`src/rtl/core/rain_shift_sparkle_strip_assert.svh`:
```
// Assertion macros for the rain strip block.
// Each macro expects clk_i and rst_ni in scope.
`ifndef RAIN_SHIFT_SPARKLE_STRIP_ASSERT_SVH
`define RAIN_SHIFT_SPARKLE_STRIP_ASSERT_SVH

`ifndef NO_ASSERTIONS
`define RSS_ASSERT(lbl, prop, msg) \
  lbl: assert property (@(posedge clk_i) disable iff (!rst_ni) prop) else $error(msg);
`define RSS_ASSERT_NEVER(lbl, cond, msg) \
  lbl: assert property (@(posedge clk_i) disable iff (!rst_ni) !(cond)) else $error(msg);
`else
`define RSS_ASSERT(lbl, prop, msg)
`define RSS_ASSERT_NEVER(lbl, cond, msg)
`endif

`endif

```
`src/rtl/core/rss_pkg.sv`:
```
package rss_pkg;

  localparam int unsigned LED_COUNT  = 32;
  localparam int unsigned IDX_W      = $clog2(LED_COUNT);
  localparam int unsigned RND_W      = 16;
  localparam int unsigned PIX_IDX_W  = 5;
  localparam int unsigned CFG_IDX_W  = 2;

  localparam int unsigned OFFSET_BASE = 100;
  localparam int unsigned OFFSET_STEP = 25;
  localparam int unsigned CHAN_MAX    = 255;

  localparam logic [2:0] STAGE_DIM    = 3'd1;
  localparam logic [2:0] STAGE_PLAIN0 = 3'd2;
  localparam logic [2:0] STAGE_PLAIN1 = 3'd3;
  localparam logic [2:0] STAGE_GLOW   = 3'd4;
  localparam logic [2:0] STAGE_BRIGHT = 3'd5;
  localparam logic [2:0] STAGE_WHITE  = 3'd6;

  localparam logic [CFG_IDX_W-1:0] REG_BASE_RED   = 2'd0;
  localparam logic [CFG_IDX_W-1:0] REG_BASE_GREEN = 2'd1;
  localparam logic [CFG_IDX_W-1:0] REG_BASE_BLUE  = 2'd2;

  typedef struct packed {
    logic [2:0]       stage;
    logic [RND_W-1:0] random_value;
  } in_t;

  typedef struct packed {
    logic                 frame_pass;
    logic [PIX_IDX_W-1:0] pixel_index;
    logic [7:0]           red;
    logic [7:0]           green;
    logic [7:0]           blue;
    logic                 last;
  } out_t;

  typedef struct packed {
    logic [7:0] red;
    logic [7:0] green;
    logic [7:0] blue;
  } pixel_t;

  typedef struct packed {
    logic             load;
    logic             emit;
    logic             pass;
    logic [IDX_W-1:0] index;
    logic             last;
  } cmd_t;

  typedef struct packed {
    logic slot_free;
  } status_t;

  function automatic logic [7:0] stage_chan(input logic [2:0] stage, input logic rnd_lsb,
                                            input logic [7:0] c);
    logic [8:0] sum_hi;
    logic [8:0] sum_lo;
    logic [7:0] res;
    sum_hi = {1'b0, c} + 9'(OFFSET_BASE - 2 * OFFSET_STEP);
    sum_lo = {1'b0, c} + 9'(OFFSET_BASE - 3 * OFFSET_STEP);
    case (stage)
      STAGE_WHITE:  res = 8'(CHAN_MAX);
      STAGE_BRIGHT: res = (sum_hi > 9'(CHAN_MAX)) ? 8'(CHAN_MAX) : sum_hi[7:0];
      STAGE_GLOW:   res = (sum_lo > 9'(CHAN_MAX)) ? 8'(CHAN_MAX) : sum_lo[7:0];
      STAGE_PLAIN0,
      STAGE_PLAIN1: res = c;
      STAGE_DIM: begin
        if (rnd_lsb) begin
          res = (c >= 8'(OFFSET_STEP)) ? c - 8'(OFFSET_STEP) : 8'd0;
        end else begin
          res = {1'b0, c[7:1]};
        end
      end
      default:      res = c;
    endcase
    return res;
  endfunction

endpackage

```
`src/rtl/core/rss_datapath.sv`:
```
module rss_datapath (
  input  logic                          clk_i,
  input  logic                          rst_ni,
  input  rss_pkg::in_t                  in_data_i,
  input  logic                          cfg_valid_i,
  output logic                          cfg_ready_o,
  input  logic [rss_pkg::CFG_IDX_W-1:0] cfg_index_i,
  input  logic [7:0]                    cfg_data_i,
  input  rss_pkg::cmd_t                 cmd_i,
  output rss_pkg::status_t              status_o,
  output logic                          out_valid_o,
  input  logic                          out_ready_i,
  output rss_pkg::out_t                 out_data_o
);
  import rss_pkg::*;

  pixel_t           base_q;
  pixel_t           pix_q [LED_COUNT];
  pixel_t           new_pix;
  logic [RND_W-1:0] rnd_mod;
  logic [IDX_W-1:0] rem_q;
  logic             out_valid_q;
  out_t             out_q, out_d;
  logic             sparkle;

  assign cfg_ready_o = 1'b1;

  always_ff @(posedge clk_i or negedge rst_ni) begin
    if (!rst_ni) begin
      base_q <= '0;
    end else if (cfg_valid_i) begin
      case (cfg_index_i)
        REG_BASE_RED:   base_q.red   <= cfg_data_i;
        REG_BASE_GREEN: base_q.green <= cfg_data_i;
        REG_BASE_BLUE:  base_q.blue  <= cfg_data_i;
        default: ;
      endcase
    end
  end

  always_comb begin
    new_pix.red   = stage_chan(in_data_i.stage, in_data_i.random_value[0], base_q.red);
    new_pix.green = stage_chan(in_data_i.stage, in_data_i.random_value[0], base_q.green);
    new_pix.blue  = stage_chan(in_data_i.stage, in_data_i.random_value[0], base_q.blue);
  end

  // Strip as a shift line: load shifts down, emit rotates so tap 0 walks the strip.
  always_ff @(posedge clk_i or negedge rst_ni) begin
    if (!rst_ni) begin
      for (int k = 0; k < LED_COUNT; k++) begin
        pix_q[k] <= '0;
      end
    end else if (cmd_i.load) begin
      pix_q[0] <= new_pix;
      for (int k = 1; k < LED_COUNT; k++) begin
        pix_q[k] <= pix_q[k-1];
      end
    end else if (cmd_i.emit) begin
      for (int k = 0; k < LED_COUNT - 1; k++) begin
        pix_q[k] <= pix_q[k+1];
      end
      pix_q[LED_COUNT-1] <= pix_q[0];
    end
  end

  // LED count is a power of two, so the sparkle position is just the low bits
  assign rnd_mod = in_data_i.random_value % RND_W'(LED_COUNT);

  always_ff @(posedge clk_i) begin
    if (cmd_i.load) begin
      rem_q <= rnd_mod[IDX_W-1:0];
    end
  end

  assign sparkle = !cmd_i.pass && (cmd_i.index == rem_q);

  always_comb begin
    out_d.frame_pass  = cmd_i.pass;
    out_d.pixel_index = PIX_IDX_W'(cmd_i.index);
    out_d.last        = cmd_i.last;
    out_d.red         = pix_q[0].red;
    out_d.green       = pix_q[0].green;
    out_d.blue        = pix_q[0].blue;
    if (sparkle) begin
      out_d.red   = {pix_q[0].red[6:0], 1'b0};
      out_d.green = {pix_q[0].green[6:0], 1'b0};
      out_d.blue  = {pix_q[0].blue[6:0], 1'b0};
    end
  end

  always_ff @(posedge clk_i or negedge rst_ni) begin
    if (!rst_ni) begin
      out_valid_q <= 1'b0;
    end else if (cmd_i.emit) begin
      out_valid_q <= 1'b1;
    end else if (out_ready_i) begin
      out_valid_q <= 1'b0;
    end
  end

  always_ff @(posedge clk_i) begin
    if (cmd_i.emit) begin
      out_q <= out_d;
    end
  end

  assign status_o.slot_free = !out_valid_q || out_ready_i;
  assign out_valid_o        = out_valid_q;
  assign out_data_o         = out_q;

endmodule

```
`src/rtl/core/rss_ctrl.sv`:
```
module rss_ctrl (
  input  logic             clk_i,
  input  logic             rst_ni,
  input  logic             in_valid_i,
  output logic             in_ready_o,
  input  rss_pkg::status_t status_i,
  output rss_pkg::cmd_t    cmd_o
);
  import rss_pkg::*;

  localparam logic [1:0] S_IDLE = 2'd0;
  localparam logic [1:0] S_EMIT = 2'd2;

  logic [1:0]       state_q, state_d;
  logic [IDX_W-1:0] idx_q, idx_d;
  logic             pass_q, pass_d;
  logic             idx_end;

  assign idx_end    = (idx_q == IDX_W'(LED_COUNT - 1));
  assign in_ready_o = (state_q == S_IDLE);

  always_comb begin
    state_d       = state_q;
    idx_d         = idx_q;
    pass_d        = pass_q;
    cmd_o.load     = 1'b0;
    cmd_o.emit     = 1'b0;
    cmd_o.pass     = pass_q;
    cmd_o.index    = idx_q;
    cmd_o.last     = pass_q && idx_end;
    case (state_q)
      S_IDLE: begin
        if (in_valid_i) begin
          cmd_o.load = 1'b1;
          idx_d      = '0;
          pass_d     = 1'b0;
          state_d    = S_EMIT;
        end
      end
      S_EMIT: begin
        if (status_i.slot_free) begin
          cmd_o.emit = 1'b1;
          idx_d      = idx_q + 1'b1;
          if (idx_end) begin
            idx_d = '0;
            if (pass_q) begin
              state_d = S_IDLE;
            end else begin
              pass_d = 1'b1;
            end
          end
        end
      end
      default: begin
        state_d = S_IDLE;
      end
    endcase
  end

  always_ff @(posedge clk_i or negedge rst_ni) begin
    if (!rst_ni) begin
      state_q <= S_IDLE;
      idx_q   <= '0;
      pass_q  <= 1'b0;
    end else begin
      state_q <= state_d;
      idx_q   <= idx_d;
      pass_q  <= pass_d;
    end
  end

`include "rain_shift_sparkle_strip_assert.svh"

  `RSS_ASSERT_NEVER(a_emit_needs_slot, cmd_o.emit && !status_i.slot_free, "emit into full slot")
  `RSS_ASSERT_NEVER(a_load_emit_excl, cmd_o.load && cmd_o.emit, "load overlap")
  `RSS_ASSERT(a_transfer_starts_emit, (in_valid_i && in_ready_o) |=> (state_q == S_EMIT), "no emit")
  `RSS_ASSERT(a_last_ends_item, (cmd_o.emit && cmd_o.last) |=> (state_q == S_IDLE), "no idle")

endmodule

```
`src/rtl/core/rain_shift_sparkle_strip.sv`:
```
// After the input transfer, the first result passes the strip load register and then the output
// register before it is valid; then one pixel per cycle while the output side is ready.
// Each item takes a load, then the two passes over the strip shift line at one pixel per cycle;
// output stalls hold the passes, and no new item is taken until both passes are done.
// Reset (async, active low) clears the strip and the base color to zero and idles the
// controller; the block is ready the first cycle after reset.
module rain_shift_sparkle_strip (
  input  logic                          clk_i,
  input  logic                          rst_ni,
  input  logic                          in_valid_i,
  output logic                          in_ready_o,
  input  rss_pkg::in_t                  in_data_i,
  output logic                          out_valid_o,
  input  logic                          out_ready_i,
  output rss_pkg::out_t                 out_data_o,
  input  logic                          cfg_valid_i,
  output logic                          cfg_ready_o,
  input  logic [rss_pkg::CFG_IDX_W-1:0] cfg_index_i,
  input  logic [7:0]                    cfg_data_i
);
  import rss_pkg::*;

  cmd_t    cmd;
  status_t status;

  rss_ctrl u_ctrl (
    .clk_i      (clk_i),
    .rst_ni     (rst_ni),
    .in_valid_i (in_valid_i),
    .in_ready_o (in_ready_o),
    .status_i   (status),
    .cmd_o      (cmd)
  );

  rss_datapath u_datapath (
    .clk_i       (clk_i),
    .rst_ni      (rst_ni),
    .in_data_i   (in_data_i),
    .cfg_valid_i (cfg_valid_i),
    .cfg_ready_o (cfg_ready_o),
    .cfg_index_i (cfg_index_i),
    .cfg_data_i  (cfg_data_i),
    .cmd_i       (cmd),
    .status_o    (status),
    .out_valid_o (out_valid_o),
    .out_ready_i (out_ready_i),
    .out_data_o  (out_data_o)
  );

endmodule
```
`config.mk`:
```
export PLATFORM = sky130hd
export DESIGN_NAME = rain_shift_sparkle_strip
export DESIGN_NICKNAME = d
export VERILOG_FILES = /design/src/rtl/core/rss_pkg.sv /design/src/rtl/core/rss_datapath.sv /design/src/rtl/core/rss_ctrl.sv /design/src/rtl/core/rain_shift_sparkle_strip.sv
export VERILOG_INCLUDE_DIRS = /design/src /design/src/rtl/core
export SDC_FILE = /design/constraint.sdc
export NUM_CORES = 2
export LEC_CHECK = 0
export ABC_AREA = 1
export BUFFER_PORTS_ARGS = -buffer_cell sky130_fd_sc_hd__buf_4
export CAP_MARGIN = 20
export CORE_ASPECT_RATIO = 2
export CORE_UTILIZATION = 48
export CTS_BUF_LIST = sky130_fd_sc_hd__clkbuf_2
export CTS_CLUSTER_DIAMETER = 80
export DETAILED_ROUTE_END_ITERATION = 8
export MAX_ROUTING_LAYER = met4
export PLACE_DENSITY = 0.73
export SLEW_MARGIN = 20
export SYNTH_ARGS = -nofsm -noshare
export SYNTH_HDL_FRONTEND = slang
export SYNTH_SLANG_ARGS = --single-unit
export TNS_END_PERCENT = 10
```
`constraint.sdc`:
```
create_clock -name clk_i -period 2.05 [get_ports clk_i]
set_clock_uncertainty 0.1 [all_clocks]
set_input_delay 0.3075 -clock clk_i [delete_from_list [all_inputs] [get_ports clk_i]]
set_output_delay 0.3075 -clock clk_i [all_outputs]
set_load 0.05 [all_outputs]
```
==> summary.txt <==
Clock tree
  – TritonCTS clock tree: done
  – Maximum buffer depth of the clock tree: 3
  – Depth of the CTS H-tree: 4
  – TritonCTS sink count: 836
  – Clock tree root buffer cell: sky130_fd_sc_hd__clkbuf_2
  – CTS clock-pin slew for the worst setup and hold paths: 0.16 ns
  – Clock buffers created by TritonCTS: about 180
  – Worst-skew pair later-pin latency: 1.36 ns

Logic synthesis
  – Average size of a mapped cell: approximately 8 um^2
  – Area fraction of the dominant cell type after synthesis: 49.6%
  – Number of distinct library cells after synthesis: 38
  – Top cell type by total area after synthesis: sky130_fd_sc_hd__dfrtp_1
  – Top cells by instance count after synthesis: sky130_fd_sc_hd__nand2_1, sky130_fd_sc_hd__dfrtp_1, sky130_fd_sc_hd__nor2_1
  – Number of nets produced by synthesis: 5061
  – Number of enable-type register cells in the synthesized netlist: 36
  – Share of the yosys chip area belonging to registers: 52.2%
  – Synthesis Warnings: 0
  – Ys async rst share: 95.7%
  – Gate Count Post-Synth: 4998
  – Leading cell type by number of instances after synthesis: sky130_fd_sc_hd__nand2_1
  – Cell types occupying the most area after synthesis: sky130_fd_sc_hd__dfrtp_1, sky130_fd_sc_hd__nand2_1, sky130_fd_sc_hd__a31oi_1
  – Number of register bits inferred by synthesis: approximately 840
  – Ys flop type: sky130_fd_sc_hd__dfrtp_1
  – Netlist Area Pre-Place: 0.0404 mm^2

Floorplanning
  – Effective utilization at floorplan: 48.4%
  – Area of the placeable core: 0.0835 mm^2
  – Number of primary I/O pins: 68
  – Die area: 0.0854 mm^2
  – Die span in x: just over 200 um
  – Number of standard-cell rows in the floorplan: 150
  – Die height: 412 um

Routing
  – Post-detailed-routing wire length: ~100000 um
  – Routed via count divided by cell count: 5.49
  – Iteration count of the initial detailed-routing pass: 6
  – Number of nets with antenna violations after detailed routing: 0
  – Starting DRT DRC Count: 2574
  – Number of remaining DRC errors: 0
  – Routed via count: 35.1k
  – Post-detailed-route wirelength per cell: 15.8 um

Status
  – Violated checks: negative setup slack
  – Outcome: finished with violations

Worst setup path
  – R2r setup slk: -0.13 ns
  – Category of the most critical setup path: reg2out
  – Largest driver fanout on the critical path: 2
  – Kind of launch point of the worst setup path: flip-flop
  – Kind of capture point of the worst setup path: output port
  – Required time worst endpoint: 1.64 ns
  – Data arrival, critical path: 2.08 ns

Global routing
  – Vias in the first global route: ~34k
  – Total GRT Usage: 24.6%
  – Total global routing overflow: 0
  – Antenna violations before repair: 1
  – Wire length of the first global-routing pass: 167000 um
  – Pin count of the biggest net entering global routing: 192

Timing
  – Post-route clock period utilization: 121%
  – Final WS setup: -0.440 ns
  – Upper clock frequency limit: 0.402 GHz
  – Clock period minus worst slack: 2.49 ns
  – Max-Slew Margin vs Limit: 41.8%
  – Finish-stage setup viols: 199
  – Unrepaired setup endpoints after global routing: yes
  – Max-slew violation count: 0
  – Slew @ Worst Pin: about 0.87 ns
  – Number of hold violations in the final report: 0

Finish
  – Share of post-route cells with drive strength above 1: 14.0%
  – FILL cells: 7608
  – Area Overhead vs Synth: 14.7%
  – Nets: 5273
  – Finished Layout Cells: 6397

Flow run
  – Count of maximum capacitance violations: 0

Pwr
  – Final Power: between 40000 and 50000 uW
  – VDD IR-drop max: ~440 uV
  – Pleak: 0.0208 uW
  – Pwr Density: 905 mW/mm^2

Placement
  – Port bufs: 55
  – Final HPWL DP: 67000 um
  – Global placement routability congestion: ~0.95
  – Post-placement cell count: 6018

Min path
  – Worst min-delay path category: in2reg
[sequential cells by signal (all words and copies together) (netlist names)]
register	flops
u_ctrl.pass_q	1
u_datapath.out_data_o	31
u_ctrl.idx_q	5
u_datapath.rem_q	5
u_datapath.out_valid_o	1
u_datapath.base_q	24
u_datapath.pix_q	768
u_ctrl.state_q	1
[stage by stage]
step | hold slack (ns) | worst slack, ns | instance area, um^2 | utilization [%] | TNS (ns)
after floorplan | -0.0881 | 0.0229 | 40400 | - | 0
after global placement | 0.166 | -0.342 | 43300 | 51.9 | -1.25
after detailed placement | 0.165 | -0.359 | 43300 | 51.9 | -3.16
after CTS | 0.00537 | -0.638 | 45700 | 54.8 | -20.11
after global routing | 0.122 | -0.554 | 46300 | 55.5 | -51.81
final | 0.143 | -0.440 | 46300 | 55.5 | -16.77
[layout by cell type (no fill, tap or decap), drive strengths merged, types with 94 or more instances in the layout]
cell type,Yosys,final
nand2,1530,1530
dfrtp,800,800
nor2,540,540
a31oi,489,489
o21ai,376,376
inv,356,360
buf,211,345
clkbuf,164,261
o211ai,252,252
nand3,94,94
[cell type report]
type / count / area, um^2 / share of cell area [%]
diodes: 1 / 2.50 / 0.00540
clock buffers: 261 / 1310 / 2.82
clock inverters: 47 / 219 / 0.473
inverters: 358 / 1390 / 2.99
multi-input cells: 3429 / 16600 / 35.9
flip-flops and latches: 836 / 21100 / 45.6
well taps: 1064 / 1330 / 2.87
repair buffers: 401 / 4350 / 9.39
[repair_timing]
item	4_1_cts	5_1_grt
endpoints found under the hold margin	1641	0
setup buffers	3	11
hold buffers	58	0
gates resized for setup	75	148
endpoints found under the setup margin	178	363
pin swaps	23	59
[cell families (layout without fill, tap and decap cells)]
group	Yosys count	count (layout)	synth area share, %
AO/OA/AOI/OAI	1196	1196	18.0
XOR/XNOR	21	21	0.455
adder cells (fa/ha/maj)	29	29	0.898
buffers and inverters	733	1067	7.65
flip-flops	836	836	52.2
other	1	2	0.00928
AND/OR/NAND/NOR	2182	2182	20.8
[critical path, stage by stage (launching register included)]
cell                      delay (ns)
sky130_fd_sc_hd__dfrtp_1        0.43
sky130_fd_sc_hd__buf_6          0.14
sky130_fd_sc_hd__buf_8          0.14
[power by group]
part | switching, uW | internal (uW) | total (uW)
clock network | 6540 | 3510 | 10000
registers | 2620 | 19900 | 22500
logic | 5410 | 3970 | 9380
[routing by layer]
| metal | vias up | wire [um] | track usage (%) |
|---|---|---|---|
| met5 | - | 0 | - |
| met4 | 0 | 4530 | 12.7 |
| met3 | 286 | 3910 | 3.41 |
| met2 | 772 | 51900 | 42.4 |
| met1 | 16937 | 40600 | 27.9 |
| li1 | 17107 | - | - |
[path summary, 6_finish.rpt]
check,startpoint,to,depth (start not counted)
worst max register to register,u_ctrl.state_q[1]$_DFFE_PN0P_,u_datapath.pix_q[507]$_DFFE_PN0P_,10
worst max-delay path,u_datapath.out_valid_o$_DFFE_PN0P_,out_valid_o,2
max in group asynchronous,rst_ni,u_datapath.pix_q[313]$_DFFE_PN0P_,6
worst min-delay path,in_data_i[18],u_datapath.pix_q[762]$_DFFE_PN0P_,8
worst min register to register,u_datapath.pix_q[531]$_DFFE_PN0P_,u_datapath.pix_q[555]$_DFFE_PN0P_,2
min in group asynchronous,rst_ni,u_datapath.pix_q[58]$_DFFE_PN0P_,5
Note: power is estimated with default switching activity, not from simulation.
